$ cat src/rtl/ttd_pkg.sv
package ttd_pkg;

    localparam int TEMP_W   = 14;
    localparam int COUNT_W  = 8;
    localparam int THR_W    = 10;
    localparam int LIMIT_W  = 8;
    localparam int FACTOR_W = 7;

    // Signed numerator of the average; the weighted sum always fits here.
    localparam int NUM_W = TEMP_W + FACTOR_W;

    localparam int IN_DATA_W  = ((TEMP_W + 7) / 8) * 8;
    localparam int OUT_BITS   = 2 * TEMP_W + 2;
    localparam int OUT_DATA_W = ((OUT_BITS + 7) / 8) * 8;
    localparam int TREND_LSB  = TEMP_W;
    localparam int DEV_LSB    = TEMP_W + 2;

    localparam int ADDR_W = 5;
    localparam int IDX_W  = 3;

    localparam logic [IDX_W-1:0] REG_THRESHOLD = 3'd0;
    localparam logic [IDX_W-1:0] REG_RISE_LIM  = 3'd1;
    localparam logic [IDX_W-1:0] REG_DROP_LIM  = 3'd2;
    localparam logic [IDX_W-1:0] REG_STAB_LIM  = 3'd3;
    localparam logic [IDX_W-1:0] REG_FACTOR    = 3'd4;

    localparam logic [1:0] TREND_STABLE = 2'd0;
    localparam logic [1:0] TREND_RISE   = 2'd1;
    localparam logic [1:0] TREND_DROP   = 2'd2;

    typedef struct packed {
        logic start;
    } ema_ctl_t;

    typedef struct packed {
        logic done;
    } ema_stat_t;

endpackage

$ cat src/rtl/ttd_ema.sv
module ttd_ema
    import ttd_pkg::*;
(
    input  logic                     clk,
    input  logic                     rst_n,
    input  ema_ctl_t                 ctl,
    input  logic signed [TEMP_W-1:0] avg_in,
    input  logic signed [TEMP_W-1:0] sample,
    input  logic [FACTOR_W-1:0]      factor,
    output ema_stat_t                stat,
    output logic signed [TEMP_W-1:0] avg_out
);

    // Serial multiply by (factor - 1), one multiplier bit per cycle, then a
    // restoring divide of the magnitude, one quotient bit per cycle.
    localparam int CNT_W = $clog2(NUM_W);

    typedef enum logic [4:0] {
        E_IDLE = 5'b00001,
        E_MUL  = 5'b00010,
        E_ABS  = 5'b00100,
        E_DIV  = 5'b01000,
        E_NEG  = 5'b10000
    } ema_state_t;

    ema_state_t               state_reg, state_next;
    logic [CNT_W-1:0]         count_reg, count_next;
    logic                     done_reg;

    logic signed [NUM_W-1:0]  acc_reg;
    logic signed [NUM_W-1:0]  mcand_reg;
    logic [FACTOR_W-1:0]      mult_reg;
    logic [FACTOR_W-1:0]      div_reg;
    logic [NUM_W-1:0]         num_reg;
    logic [FACTOR_W-1:0]      rem_reg;
    logic                     neg_reg;
    logic signed [TEMP_W-1:0] avg_reg;

    logic [FACTOR_W:0]        trial;
    logic                     fits;

    assign trial = {rem_reg, num_reg[NUM_W-1]};
    assign fits  = (trial >= {1'b0, div_reg});

    always_comb
    begin
        state_next = state_reg;
        count_next = count_reg;
        case (state_reg)
            E_IDLE:
            begin
                if (ctl.start)
                begin
                    state_next = E_MUL;
                    count_next = CNT_W'(FACTOR_W - 1);
                end
            end
            E_MUL:
            begin
                if (count_reg == '0)
                begin
                    state_next = E_ABS;
                end
                else
                begin
                    count_next = count_reg - 1'b1;
                end
            end
            E_ABS:
            begin
                state_next = E_DIV;
                count_next = CNT_W'(NUM_W - 1);
            end
            E_DIV:
            begin
                if (count_reg == '0)
                begin
                    state_next = E_NEG;
                end
                else
                begin
                    count_next = count_reg - 1'b1;
                end
            end
            E_NEG:
            begin
                state_next = E_IDLE;
            end
            default:
            begin
                state_next = E_IDLE;
            end
        endcase
    end

    always_ff @(posedge clk or negedge rst_n)
    begin
        if (!rst_n)
        begin
            state_reg <= E_IDLE;
            count_reg <= '0;
            done_reg  <= 1'b0;
        end
        else
        begin
            state_reg <= state_next;
            count_reg <= count_next;
            done_reg  <= (state_reg == E_NEG);
        end
    end

    always_ff @(posedge clk)
    begin
        case (state_reg)
            E_IDLE:
            begin
                if (ctl.start)
                begin
                    acc_reg   <= NUM_W'(sample);
                    mcand_reg <= NUM_W'(avg_in);
                    mult_reg  <= factor - 1'b1;
                    div_reg   <= factor;
                    rem_reg   <= '0;
                end
            end
            E_MUL:
            begin
                if (mult_reg[0])
                begin
                    acc_reg <= acc_reg + mcand_reg;
                end
                mcand_reg <= mcand_reg <<< 1;
                mult_reg  <= mult_reg >> 1;
            end
            E_ABS:
            begin
                neg_reg <= acc_reg[NUM_W-1];
                num_reg <= acc_reg[NUM_W-1] ? NUM_W'(-acc_reg) : NUM_W'(acc_reg);
            end
            E_DIV:
            begin
                if (fits)
                begin
                    rem_reg <= FACTOR_W'(trial - {1'b0, div_reg});
                end
                else
                begin
                    rem_reg <= trial[FACTOR_W-1:0];
                end
                num_reg <= {num_reg[NUM_W-2:0], fits};
            end
            E_NEG:
            begin
                avg_reg <= neg_reg ? -signed'(num_reg[TEMP_W-1:0])
                                   : signed'(num_reg[TEMP_W-1:0]);
            end
            default:
            begin
            end
        endcase
    end

    assign stat.done = done_reg;
    assign avg_out   = avg_reg;

endmodule

$ cat src/rtl/temperature_trend_detector.sv
// Channel   Dir  Handshake        Contents
// s_*       in   tvalid/tready    one temperature sample word
// m_*       out  tvalid/tready    smoothed value, trend and deviation word
// APB       in   psel/penable     five configuration registers, pready tied high
//
// The first sample after reset goes from acceptance straight to the trend
// step. Every later sample passes the serial multiply, the restoring divide,
// sign handling, the hand-off and the trend step; the next sample can be taken
// at the earliest edge at which the finished result word can itself be taken.
// A new sample is taken only while the block is idle; a finished word may
// still wait in the output register. Reset clears the average, reference,
// counters and trend and loads the register defaults.
module temperature_trend_detector
    import ttd_pkg::*;
(
    input  logic                  clk,
    input  logic                  rst_n,

    // Sample input. s_tdata fields from bit 0: sample (14 bits, signed).
    input  logic                  s_tvalid,
    output logic                  s_tready,
    input  logic [IN_DATA_W-1:0]  s_tdata,

    // Result output. m_tdata fields from bit 0: smoothed_temp (14 bits,
    // signed), trend (2 bits), deviation (14 bits, unsigned).
    output logic                  m_tvalid,
    input  logic                  m_tready,
    output logic [OUT_DATA_W-1:0] m_tdata,

    // Configuration port.
    input  logic                  psel,
    input  logic                  penable,
    input  logic                  pwrite,
    input  logic [ADDR_W-1:0]     paddr,
    input  logic [31:0]           pwdata,
    output logic [31:0]           prdata,
    output logic                  pready
);

    localparam int CMP_W = (COUNT_W > LIMIT_W) ? COUNT_W : LIMIT_W;
    localparam logic [COUNT_W-1:0] CMAX = '1;

    typedef enum logic [2:0] {
        T_IDLE  = 3'b001,
        T_EMA   = 3'b010,
        T_TREND = 3'b100
    } top_state_t;

    // Configuration registers.
    logic [THR_W-1:0]    thr_reg;
    logic [LIMIT_W-1:0]  rise_lim_reg;
    logic [LIMIT_W-1:0]  drop_lim_reg;
    logic [LIMIT_W-1:0]  stab_lim_reg;
    logic [FACTOR_W-1:0] factor_reg;

    // Tracking state.
    top_state_t               state_reg;
    logic signed [TEMP_W-1:0] avg_reg;
    logic signed [TEMP_W-1:0] ref_reg;
    logic                     have_reg;
    logic [1:0]               trend_reg;
    logic [COUNT_W-1:0]       rise_cnt_reg;
    logic [COUNT_W-1:0]       drop_cnt_reg;
    logic [COUNT_W-1:0]       stab_cnt_reg;

    // Output word register.
    logic                     out_valid_reg;
    logic signed [TEMP_W-1:0] out_avg_reg;
    logic [1:0]               out_trend_reg;
    logic [TEMP_W-1:0]        out_dev_reg;

    logic                     s_accept;
    logic                     cfg_write;
    logic [IDX_W-1:0]         cfg_idx;
    logic                     out_free;
    logic                     do_trend;

    ema_ctl_t                 ema_ctl;
    ema_stat_t                ema_stat;
    logic signed [TEMP_W-1:0] ema_avg;
    logic [FACTOR_W-1:0]      factor_eff;

    logic signed [TEMP_W:0]   diff;
    logic signed [TEMP_W:0]   thr_ext;
    logic                     is_rise;
    logic                     is_drop;
    logic [TEMP_W-1:0]        dev;
    logic [COUNT_W-1:0]       rise_bump;
    logic [COUNT_W-1:0]       drop_bump;
    logic [COUNT_W-1:0]       stab_bump;

    function automatic logic [COUNT_W-1:0] bump(input logic [COUNT_W-1:0] c);
        return (c == CMAX) ? c : c + 1'b1;
    endfunction

    assign s_tready  = (state_reg == T_IDLE);
    assign s_accept  = s_tvalid && s_tready;
    assign out_free  = !out_valid_reg || m_tready;
    assign do_trend  = (state_reg == T_TREND) && out_free;

    assign pready    = 1'b1;
    assign cfg_write = psel && penable && pwrite && pready;
    assign cfg_idx   = paddr[ADDR_W-1:2];

    // A zero factor behaves as a factor of one, which passes the sample through.
    assign factor_eff    = (factor_reg == '0) ? FACTOR_W'(1) : factor_reg;
    assign ema_ctl.start = s_accept && have_reg;

    ttd_ema u_ema (
        .clk     (clk),
        .rst_n   (rst_n),
        .ctl     (ema_ctl),
        .avg_in  (avg_reg),
        .sample  (signed'(s_tdata[TEMP_W-1:0])),
        .factor  (factor_eff),
        .stat    (ema_stat),
        .avg_out (ema_avg)
    );

    // Deviation from the reference and the rise and drop tests.
    assign diff    = (TEMP_W + 1)'(avg_reg) - (TEMP_W + 1)'(ref_reg);
    assign thr_ext = signed'({{(TEMP_W + 1 - THR_W){1'b0}}, thr_reg});
    assign is_rise = (diff > thr_ext);
    assign is_drop = (diff < -thr_ext);
    assign dev     = diff[TEMP_W] ? TEMP_W'(-diff) : diff[TEMP_W-1:0];

    assign rise_bump = bump(rise_cnt_reg);
    assign drop_bump = bump(drop_cnt_reg);
    assign stab_bump = bump(stab_cnt_reg);

    always_ff @(posedge clk or negedge rst_n)
    begin
        if (!rst_n)
        begin
            thr_reg      <= THR_W'(10);
            rise_lim_reg <= LIMIT_W'(3);
            drop_lim_reg <= LIMIT_W'(3);
            stab_lim_reg <= LIMIT_W'(5);
            factor_reg   <= FACTOR_W'(4);
        end
        else if (cfg_write)
        begin
            case (cfg_idx)
                REG_THRESHOLD: thr_reg      <= pwdata[THR_W-1:0];
                REG_RISE_LIM:  rise_lim_reg <= pwdata[LIMIT_W-1:0];
                REG_DROP_LIM:  drop_lim_reg <= pwdata[LIMIT_W-1:0];
                REG_STAB_LIM:  stab_lim_reg <= pwdata[LIMIT_W-1:0];
                REG_FACTOR:    factor_reg   <= pwdata[FACTOR_W-1:0];
                default:
                begin
                end
            endcase
        end
    end

    always_comb
    begin
        case (cfg_idx)
            REG_THRESHOLD: prdata = 32'(thr_reg);
            REG_RISE_LIM:  prdata = 32'(rise_lim_reg);
            REG_DROP_LIM:  prdata = 32'(drop_lim_reg);
            REG_STAB_LIM:  prdata = 32'(stab_lim_reg);
            REG_FACTOR:    prdata = 32'(factor_reg);
            default:       prdata = '0;
        endcase
    end

    // Sequencing, averaging state and the trend counters.
    always_ff @(posedge clk or negedge rst_n)
    begin
        if (!rst_n)
        begin
            state_reg    <= T_IDLE;
            avg_reg      <= '0;
            ref_reg      <= '0;
            have_reg     <= 1'b0;
            trend_reg    <= TREND_STABLE;
            rise_cnt_reg <= '0;
            drop_cnt_reg <= '0;
            stab_cnt_reg <= '0;
        end
        else
        begin
            case (state_reg)
                T_IDLE:
                begin
                    if (s_accept)
                    begin
                        if (have_reg)
                        begin
                            state_reg <= T_EMA;
                        end
                        else
                        begin
                            // The first sample seeds both the average and the
                            // reference level.
                            avg_reg   <= signed'(s_tdata[TEMP_W-1:0]);
                            ref_reg   <= signed'(s_tdata[TEMP_W-1:0]);
                            have_reg  <= 1'b1;
                            state_reg <= T_TREND;
                        end
                    end
                end
                T_EMA:
                begin
                    if (ema_stat.done)
                    begin
                        avg_reg   <= ema_avg;
                        state_reg <= T_TREND;
                    end
                end
                T_TREND:
                begin
                    if (out_free)
                    begin
                        state_reg <= T_IDLE;
                        if (is_rise)
                        begin
                            if (CMP_W'(rise_bump) >= CMP_W'(rise_lim_reg))
                            begin
                                ref_reg      <= avg_reg;
                                trend_reg    <= TREND_RISE;
                                rise_cnt_reg <= '0;
                                drop_cnt_reg <= '0;
                                stab_cnt_reg <= '0;
                            end
                            else
                            begin
                                rise_cnt_reg <= rise_bump;
                            end
                        end
                        else if (is_drop)
                        begin
                            if (CMP_W'(drop_bump) >= CMP_W'(drop_lim_reg))
                            begin
                                ref_reg      <= avg_reg;
                                trend_reg    <= TREND_DROP;
                                rise_cnt_reg <= '0;
                                drop_cnt_reg <= '0;
                                stab_cnt_reg <= '0;
                            end
                            else
                            begin
                                drop_cnt_reg <= drop_bump;
                            end
                        end
                        else
                        begin
                            if (CMP_W'(stab_bump) >= CMP_W'(stab_lim_reg))
                            begin
                                // On a settle, the reference only moves when
                                // leaving a rising or dropping trend.
                                if (trend_reg != TREND_STABLE)
                                begin
                                    ref_reg <= avg_reg;
                                end
                                trend_reg    <= TREND_STABLE;
                                rise_cnt_reg <= '0;
                                drop_cnt_reg <= '0;
                                stab_cnt_reg <= '0;
                            end
                            else
                            begin
                                stab_cnt_reg <= stab_bump;
                            end
                        end
                    end
                end
                default:
                begin
                    state_reg <= T_IDLE;
                end
            endcase
        end
    end

    // The output word carries the trend as it stands after this sample.
    always_ff @(posedge clk or negedge rst_n)
    begin
        if (!rst_n)
        begin
            out_valid_reg <= 1'b0;
        end
        else if (do_trend)
        begin
            out_valid_reg <= 1'b1;
        end
        else if (m_tready)
        begin
            out_valid_reg <= 1'b0;
        end
    end

    always_ff @(posedge clk)
    begin
        if (do_trend)
        begin
            out_avg_reg <= avg_reg;
            out_dev_reg <= dev;
            if (is_rise)
            begin
                out_trend_reg <= (CMP_W'(rise_bump) >= CMP_W'(rise_lim_reg))
                               ? TREND_RISE : trend_reg;
            end
            else if (is_drop)
            begin
                out_trend_reg <= (CMP_W'(drop_bump) >= CMP_W'(drop_lim_reg))
                               ? TREND_DROP : trend_reg;
            end
            else
            begin
                out_trend_reg <= (CMP_W'(stab_bump) >= CMP_W'(stab_lim_reg))
                               ? TREND_STABLE : trend_reg;
            end
        end
    end

    assign m_tvalid = out_valid_reg;
    assign m_tdata  = {{(OUT_DATA_W - OUT_BITS){1'b0}}, out_dev_reg, out_trend_reg,
                       out_avg_reg};

endmodule

$ cat config.mk
export PLATFORM = sky130hd
export DESIGN_NAME = temperature_trend_detector
export DESIGN_NICKNAME = d
export VERILOG_FILES = /design/src/rtl/ttd_pkg.sv /design/src/rtl/ttd_ema.sv /design/src/rtl/temperature_trend_detector.sv
export SDC_FILE = /design/constraint.sdc
export NUM_CORES = 1
export LEC_CHECK = 0
export BUFFER_PORTS_ARGS = -buffer_cell sky130_fd_sc_hd__buf_4
export CAP_MARGIN = 5
export CORE_AREA = 2 2 167 209
export DETAILED_ROUTE_END_ITERATION = 12
export DIE_AREA = 0 0 169 211
export HOLD_SLACK_MARGIN = 0.12
export PLACE_DENSITY = 0.73
export REMOVE_ABC_BUFFERS = 1
export SLEW_MARGIN = 15
export SYNTH_ARGS = -nofsm -noshare
export SYNTH_HDL_FRONTEND = slang
export SYNTH_SLANG_ARGS = --single-unit
$ cat constraint.sdc
create_clock -name clk -period 5.5 [get_ports clk]
set_clock_uncertainty 0.15 [all_clocks]
set_input_delay 1.1 -clock clk [delete_from_list [all_inputs] [get_ports clk]]
set_output_delay 1.1 -clock clk [all_outputs]
set_load 0.03 [all_outputs]
==> out/results.tsv, run 1 <==
metric	value	unit
Int Pwr	4930	uW
# diodes	0	
Skew-Pair Late Insertion Delay	0.54	ns
CP max FO	13	
Initial DRC Count	689	
largest net degree at the start of global routing	68	
clk slew on worst S/H paths	0.06	ns
TritonCTS clock tree	built	
Post-synth ARST share	46.25	%
Max Transition Viols Final	0	
combinational share of power	45.1	%
Mapped Avg Cell Area	9.711	sq um
Die Y	211	um
Core Region	0.03359	sq mm
sw frac	39.95	%
hpwl dp	25420	um
Net Sw Power	3279	uW
Worst setup EP type	register	
outcome	complete, no violations	
Flop pwr share	34.1	%
Total Routing Usage GR	19.27	%
Critical Path RT	5.81	ns
crit-path cells	inv_1 -> ha_1 -> inv_1 -> fa_1 -> a21oi_1 -> nor2_1 -> nor3_1 -> or2_2 -> xnor2_1 -> ha_1 -> a211oi_1 -> a21oi_1 -> o21ai_0 -> a31oi_1 -> or4b_4 -> o21a_1 -> a211oi_2 -> o32a_1 -> buf_4 -> mux2i_1	
detailed-route DRC error count	0	
Die Wd	169	um
global-route wire length before repair	55590	um
hold path startpoint	u_ema.stat	
relative slew slack	30.71	%
dominant synthesized flop cell	edfxtp_1	
CP bufs+invs	3	
Worst EP arrival	5.38	ns
Largest stage delay, worst path	0.52	ns
Synth area leaders	edfxtp_1, dfrtp_1, ha_1, nand2_1, o21ai_0	
Util after Layout	48.72	%
Clock Path Buffers	3	
CP top delay family	compound AO/OA/AOI/OAI gates	
Synth cell types	78	
worst vdd rail ir drop	233.6	uV
Worst Setup Path Type	reg2reg	
reg2reg start	avg_reg[0]	
register bit count reported by yosys	240	
remaining antenna violation count	0	
Hold Crit Depth	1	
wire per inst	17.02	um
Worst R2R End	ref_reg[13]	
area fraction of the dominant cell type after synthesis	26.47	%
period utilization	92.20	%
Max Clock Freq	197.2	MHz
CTS root buffer	clkbuf_16	
P&R area growth vs syn	11.85	%
Via-to-Cell Ratio	5.549	
EDFF count, synth	129	
number of global-route vias before repair	11030	
Max-cap violations	0	
DRT Pass-1 Iters	8	
hold-fix buffers at CTS	0	
input/output buffers	75	
Hold Fails Final Rpt	0	
total CTS buffers	26	
GRT Residual Overflow	0	
crit path time final	5.071	ns
Clock Power Share	20.8	%
die area	0.03566	sq mm
final setup TNS	0	ns
mapped cell area	0.01463	sq mm
Routed WL	34240	um
Placement Setup Slack	0.4131	ns
r2r setup slk	0.43	ns
antenna violations before repair	0	
reg2reg path depth	20	
post-route setup slack	0.4291	ns
share of layout cells above drive strength 1	12.15	%
startpoint types	register	
register area share after synthesis	45.55	%
post-CTS setup buffers	0	
# IOs	127	
Starting Density	43.56	%
NumNets Final	1729	
Final Setup Violations	0	
hold path endpoint	state_reg[1]	
Syn Inst Count	1507	
gpl congestion	0.8934	
CTS sink cnt	240	
CTS H-tree lvls	1	
HP Class	reg2reg	
PwrDens	501.5	mW/mm^2
Least-Margin Pin Slew	1.038	ns
yosys warns	0	
Leak Pwr	0.007145	uW
RSZ-0062 raised after global routing	no	
site row count	75	
CP max stage cell	or4b_4	
DR vias	11160	
dominant cell type by area after synthesis	edfxtp_1	
[final cells by class]
| type | count | area (sq um) |
|---|---|---|
| Sequential cell | 240 | 6665 |
| Fill cell | 3036 | 17230 |
| Clock inverter | 17 | 125.1 |
| Inverter | 90 | 337.8 |
| Tap cell | 423 | 529.3 |
| Multi-Input combinational cell | 1119 | 7320 |
| Clock buffer | 31 | 700.7 |
| Timing Repair Buffer | 92 | 690.7 |
[per-layer routing]
metal	global-route usage, %	vias to the layer above	share of wire, %
met5	0	-	0
li1	-	5418	-
met4	6.248	0	2.4
met2	35.13	256	51
met3	2.286	57	3.7
met1	23.69	5433	42
[cells in the final DEF, fill, tap and decap left out, types with 14 or more instances in the layout]
cell type / count
o21ai_0: 142
or3_1: 14
buf_4: 92
ha_1: 97
edfxtp_1: 129
nand3_1: 28
nor2_1: 111
nand2_1: 203
nor3_1: 35
a21o_1: 26
xnor2_1: 54
dfrtp_1: 100
inv_1: 89
a22oi_1: 14
nor2b_1: 16
mux2i_1: 48
mux2_2: 21
a21oi_1: 71
xor2_1: 40
conb_1: 25
nand2b_1: 17
clkbuf_16: 27
[per-stage QoR]
stage | instances | instance area [sq um] | hold slack, ns | total power [uW]
final | 2012 | 16370 | 0.3284 | 8209
after floorplan | 1449 | 14290 | 0.2868 | 5478
after CTS | 2012 | 16360 | 0.3282 | 8221
after detailed placement | 1964 | 15530 | 0.3122 | 6477
after global routing | 2012 | 16370 | 0.3443 | 8814
after global placement | 1964 | 15530 | 0.3020 | 6350
[kinds of logic after synthesis]
family,after synthesis,synth area share (%)
and+or+nand+nor,489,15.46
AOI/OAI and AO/OA,341,14.30
DFF,240,45.55
buffers and inverters,171,5.267
adders and majority gates,100,8.704
xor gates and xnor gates,94,5.626
muxes,70,5.053
other,2,0.05132
[cell usage after synthesis (all sizes together) (14+ instances only)]
cell type and number:
edfxtp 129, buf 36, o21ai 147, a21o 26, inv 89, nor2b 16
mux2i 48, nor2 112, nand2b 17, nor3 35, clkbuf 45, nand3 28
mux2 21, xor2 40, dfrtp 100, nand2 203, a21oi 71, or3 14
a22oi 14, xnor2 54, ha 97
[power by group through the flow]
| stage | Clock, uW | Sequential, uW | Combinational [uW] |
|---|---|---|---|
| after detailed placement | 0 | 2820 | 3660 |
| final | 1710 | 2800 | 3700 |
| after global routing | 1810 | 2840 | 4160 |
| after global placement | 0 | 2810 | 3540 |
| after floorplan | 0 | 2690 | 2780 |
| after CTS | 1740 | 2790 | 3690 |
[worst max path at each step]
| stage | start | endpoint | slack, ns | cells past startpoint |
|---|---|---|---|---|
| floorplan | avg_reg[0] | ref_reg[0] | 0.39 | 19 |
| global placement | avg_reg[1] | stab_cnt_reg[2] | 0.58 | 16 |
| detailed placement | avg_reg[0] | stab_cnt_reg[0] | 0.41 | 19 |
| CTS | avg_reg[0] | stab_cnt_reg[0] | 0.40 | 19 |
| global route | avg_reg[0] | ref_reg[4] | 0.03 | 20 |
| finish | avg_reg[0] | ref_reg[13] | 0.43 | 20 |
[repair_timing]
item,in CTS,in global routing
resized for setup,0,1
endpoints found under the hold margin,0,0
endpoints found under the setup margin,0,1
No activity file was read; power rests on OpenSTA's default activity.
==> run 2, diff against run 1 <==
--- a/config.mk
+++ b/config.mk
@@ -11,7 +11,7 @@
 export DETAILED_ROUTE_END_ITERATION = 12
 export DIE_AREA = 0 0 169 211
 export HOLD_SLACK_MARGIN = 0.12
-export PLACE_DENSITY = 0.73
+export PLACE_DENSITY = 0.59
 export REMOVE_ABC_BUFFERS = 1
 export SLEW_MARGIN = 15
 export SYNTH_ARGS = -nofsm -noshare
==> run 2 against run 1 <==
Via count shrank 2.2%; cell area is 0.55% higher; cell count grew 0.25%; combinational power barely moved; clock power grew 7%; setup slack improved by 0.12 ns; non-clock buffer count up 4; worst hold slack got worse by 0.0045 ns; fmax increased by 2.3%; largest cell class unchanged.
==> out/results.tsv, run 2 (synthesis gave the netlist of run 1 again) <==
metric	value	unit
Critical Path RT	5.81	ns
hold-fix buffers at CTS	0	
Hold Fails Final Rpt	0	
Total Routing Usage GR	19.50	%
crit path time final	4.955	ns
Initial DRC Count	666	
Via-to-Cell Ratio	5.411	
antenna violations before repair	0	
HP Class	reg2reg	
CP bufs+invs	1	
number of global-route vias before repair	10790	
most frequent cells in the layout	nand2_1, o21ai_0, edfxtp_1	
clk slew on worst S/H paths	0.06	ns
Max Clock Freq	201.8	MHz
outcome	complete, no violations	
startpoint types	register	
CP max FO	13	
Skew-Pair Late Insertion Delay	0.54	ns
Die Wd	169	um
DRT Pass-1 Iters	7	
remaining antenna violation count	0	
worst vdd rail ir drop	270.0	uV
Die Y	211	um
CTS resizes	0	
Worst EP arrival	5.27	ns
die area	0.03566	sq mm
crit-path cells	ha_1 -> nor2b_1 -> o31a_2 -> o21a_1 -> a21oi_1 -> xnor2_1 -> ha_1 -> a21o_1 -> a211oi_1 -> a21oi_1 -> o21ai_0 -> a31oi_1 -> or4b_4 -> o21a_1 -> a211oi_2 -> o32a_1 -> buf_4 -> mux2i_1	
# IOs	127	
Starting Density	43.56	%
global-route wire length before repair	56060	um
RSZ-0062 raised after global routing	no	
period utilization	90.10	%
DR vias	10910	
detailed-route DRC error count	0	
input/output buffers	75	
GRT Residual Overflow	0	
FF+latch area	0.006665	sq mm
Worst Setup Path Type	reg2reg	
CTS sink cnt	240	
Max Transition Viols Final	0	
# diodes	0	
Least-Margin Pin Slew	1.078	ns
TritonCTS clock tree	built	
area of the multi-input gates	0.007311	sq mm
hpwl dp	25940	um
Final Power	8313	uW
Routed WL	34560	um
PwrDens	505.1	mW/mm^2
CP top delay family	compound AO/OA/AOI/OAI gates	
most common cell after layout, fill and taps aside	nand2_1	
total CTS buffers	27	
fill cell count	3087	
post-CTS setup buffers	0	
wire per inst	17.14	um
relative slew slack	28.00	%
largest net degree at the start of global routing	53	
site row count	75	
final setup TNS	0	ns
share of layout cells above drive strength 1	12.30	%
Largest stage delay, worst path	0.54	ns
CTS H-tree lvls	1	
Worst setup EP type	register	
Core Region	0.03359	sq mm
CTS root buffer	clkbuf_16	
P&R area growth vs syn	12.47	%
Leak Pwr	0.007204	uW
CP max stage cell	or4b_4	
NumNets Final	1734	
Clock Path Buffers	3	
Final Setup Violations	0	
Max-cap violations	0	
gpl congestion	0.8613	
-- run 2: cell count changes in the layout (fill, tap and decap cells not counted) --
cell,delta
clkbuf_1,+1
clkinv_1,+1
buf_4,+4
bufinv_16,+2
clkinv_2,-2
o211ai_4,-1
clkbuf_8,+3
o211ai_2,+1
clkinvlp_4,-4
-- run 2: final cells by class --
class | count | share of cell area (%)
sequential | 240 | 40.50
clock buffer | 35 | 4.531
multi-input combinational | 1119 | 44.42
timing repair buffer | 96 | 4.379
inverter | 90 | 2.053
tap | 423 | 3.216
clock inverter | 14 | 0.9047
-- run 2: layer usage --
metal / track usage [%] / vias up / part of all wire (%)
met3: 2.136 / 38 / 2.8
met4: 5.276 / 0 / 1.8
met2: 35.39 / 164 / 51
met5: 0 / - / 0
met1: 24.64 / 5280 / 44
li1: - / 5432 / -
-- run 2: per-stage QoR --
| stage | util (%) | area [sq um] | setup slack (ns) | hold slack, ns | std cells |
|---|---|---|---|---|---|
| after floorplan | - | 14290 | 0.3883 | 0.2868 | 1449 |
| after global placement | 46.33 | 15560 | 0.6481 | 0.2939 | 1968 |
| after detailed placement | 46.33 | 15560 | 0.5541 | 0.3231 | 1968 |
| after CTS | 48.99 | 16460 | 0.5403 | 0.3222 | 2017 |
| after global routing | 48.99 | 16460 | 0.2543 | 0.3466 | 2017 |
| final | 48.99 | 16460 | 0.5448 | 0.3239 | 2017 |
-- run 2: path summary, 6_finish.rpt --
kind | startpoint | endpoint | slack (ns) | cells past startpoint
worst max-delay path | avg_reg[1] | ref_reg[12] | 0.54 | 18
worst min-delay path | u_ema.stat | state_reg[1] | 0.32 | 1
worst max register to register | avg_reg[1] | ref_reg[12] | 0.54 | 18
worst min register to register | u_ema.stat | state_reg[1] | 0.32 | 1
max in group asynchronous | rst_n | stab_cnt_reg[0] | 3.91 | 2
min in group asynchronous | rst_n | thr_reg[9] | 0.33 | 1
-- run 2: power breakdown --
group | internal [uW] | leakage, uW | switching, uW
clock | 1090 | 0.000445 | 741
combinational | 1520 | 0.00422 | 2160
sequential | 2460 | 0.00254 | 333
==> run 3, diff against run 2 <==
--- a/config.mk
+++ b/config.mk
@@ -8,10 +8,10 @@
 export BUFFER_PORTS_ARGS = -buffer_cell sky130_fd_sc_hd__buf_4
 export CAP_MARGIN = 5
 export CORE_AREA = 2 2 167 209
+export CTS_CLUSTER_DIAMETER = 30
 export DETAILED_ROUTE_END_ITERATION = 12
 export DIE_AREA = 0 0 169 211
 export HOLD_SLACK_MARGIN = 0.12
-export PLACE_DENSITY = 0.59
 export REMOVE_ABC_BUFFERS = 1
 export SLEW_MARGIN = 15
 export SYNTH_ARGS = -nofsm -noshare
==> run 3 against run 2 <==
First-iteration DRC count increased by 15%; clock-buffer cell count increased by 30; fmax decreased by 2.1%; cell area increased by 6.5%; die area unchanged; global-route usage increased by 0.61 points; sequential power about the same; non-clock buffer count unchanged; setup slack got worse by 0.11 ns; core utilization increased by 3.2 points; total power increased by 19%; flip-flop and latch count unchanged.
==> out/results.tsv, run 3 (synthesis gave the netlist of run 1 again) <==
metric	value	unit
Design Area, Final	0.01752	sq mm
Leak Pwr	0.007705	uW
number of global-route vias before repair	11170	
crit path time final	5.062	ns
site row count	75	
input/output buffers	75	
Worst R2R End	ref_reg[1]	
hold path startpoint	avg_reg[0]	
Skew-Pair Late Insertion Delay	0.59	ns
Worst Setup Path Type	reg2reg	
DRT Pass-1 Iters	7	
gpl congestion	0.8517	
worst vdd rail ir drop	426.0	uV
PwrDens	564.8	mW/mm^2
hold-fix buffers at CTS	0	
WL met1	15020	um
Hold Fails Final Rpt	0	
WL met3	1496	um
Via-to-Cell Ratio	5.365	
Worst setup EP type	register	
GRT Residual Overflow	0	
DR vias	11120	
most frequent cells in the layout	nand2_1, o21ai_0, edfxtp_1	
Die Wd	169	um
CP max FO	13	
NumNets Final	1763	
die area	0.03566	sq mm
antenna violations before repair	0	
CTS sink cnt	240	
share of layout cells above drive strength 1	15.03	%
crit path to	ref_reg[1]	
detailed-route DRC error count	0	
Total Routing Usage GR	20.11	%
outcome	complete, no violations	
most common cell after layout, fill and taps aside	nand2_1	
Critical Path RT	5.84	ns
Util after Layout	52.16	%
TritonCTS clock tree	built	
hpwl dp	25740	um
Initial DRC Count	764	
CTS root buffer	clkbuf_16	
Clock Path Buffers	3	
# IOs	127	
remaining antenna violation count	0	
Max-cap violations	0	
global-route wire length before repair	57620	um
# diodes	0	
largest net degree at the start of global routing	53	
clk slew on worst S/H paths	0.05	ns
CTS resizes	0	
startpoint types	register	
Routed WL	35300	um
period utilization	92.04	%
reg2reg start	avg_reg[1]	
relative slew slack	26.61	%
final setup TNS	0	ns
P&R area growth vs syn	19.75	%
max layer used	met4	
reg2reg path depth	18	
total CTS buffers	56	
Final Setup Violations	0	
Die Y	211	um
Area after DPL	0.01556	sq mm
Core Region	0.03359	sq mm
RSZ-0062 raised after global routing	no	
Worst EP arrival	5.40	ns
DR WL met2	17740	um
Max Transition Viols Final	0	
wire per inst	17.03	um
r2r setup slk	0.44	ns
CTS H-tree lvls	2	
Critical path origin	avg_reg[1]	
Max Clock Freq	197.5	MHz
post-CTS setup buffers	0	
Least-Margin Pin Slew	1.099	ns
post-route setup slack	0.4379	ns
HP Class	reg2reg	
Placement Setup Slack	0.4176	ns
Starting Density	43.56	%
-- run 3: per-stage QoR --
step / instances / power (uW) / hold slack [ns]
after CTS: 2073 / 9966 / 0.3318
after global routing: 2073 / 10600 / 0.3554
after detailed placement: 1968 / 6515 / 0.3070
final: 2073 / 9898 / 0.3239
after floorplan: 1449 / 5478 / 0.2868
after global placement: 1968 / 6420 / 0.2951
-- run 3: layout make-up --
class,instances,area [sq um]
timing repair buffer,96,720.7
multi-input combinational,1119,7311
clock inverter,40,484.2
clock buffer,65,1476
tap,423,529.3
fill,3005,16070
sequential,240,6665
inverter,90,337.8
-- run 3: worst min-delay path by stage --
stage	cells past startpoint	slack (ns)	endpoint
6_report	0	0.32	out_avg_reg[0]
5_1_grt	1	0.36	state_reg[1]
4_1_cts	0	0.33	out_avg_reg[0]
3_5_place_dp	1	0.31	state_reg[1]
3_3_place_gp	1	0.30	state_reg[1]
2_1_floorplan	1	0.29	state_reg[1]
-- run 3: critical path: stages (launching register included) --
cell	delay (ns)
dfrtp_1	0.45
ha_1	0.31
nor2b_1	0.14
o31a_2	0.34
o21a_1	0.23
a21oi_1	0.18
xnor2_1	0.31
ha_1	0.36
a21o_1	0.18
a211oi_1	0.29
a21oi_1	0.10
o21ai_0	0.09
a31oi_1	0.07
or4b_4	0.53
o21a_1	0.35
a211oi_2	0.23
o32a_1	0.19
buf_4	0.26
mux2i_1	0.20
-- run 3: where the power goes --
| group | total, uW | internal [uW] | switching, uW |
|---|---|---|---|
| Combinational | 3710 | 1530 | 2180 |
| Clock | 3400 | 2270 | 1130 |
| Sequential | 2800 | 2470 | 328 |
| Total | 9900 | 6260 | 3640 |
-- run 3: metal layers --
layer,vias to the layer above,GRT usage [%]
met1,5303,25.11
met5,-,0
li1,5518,-
met2,229,35.43
met4,0,7.250
met3,71,2.942
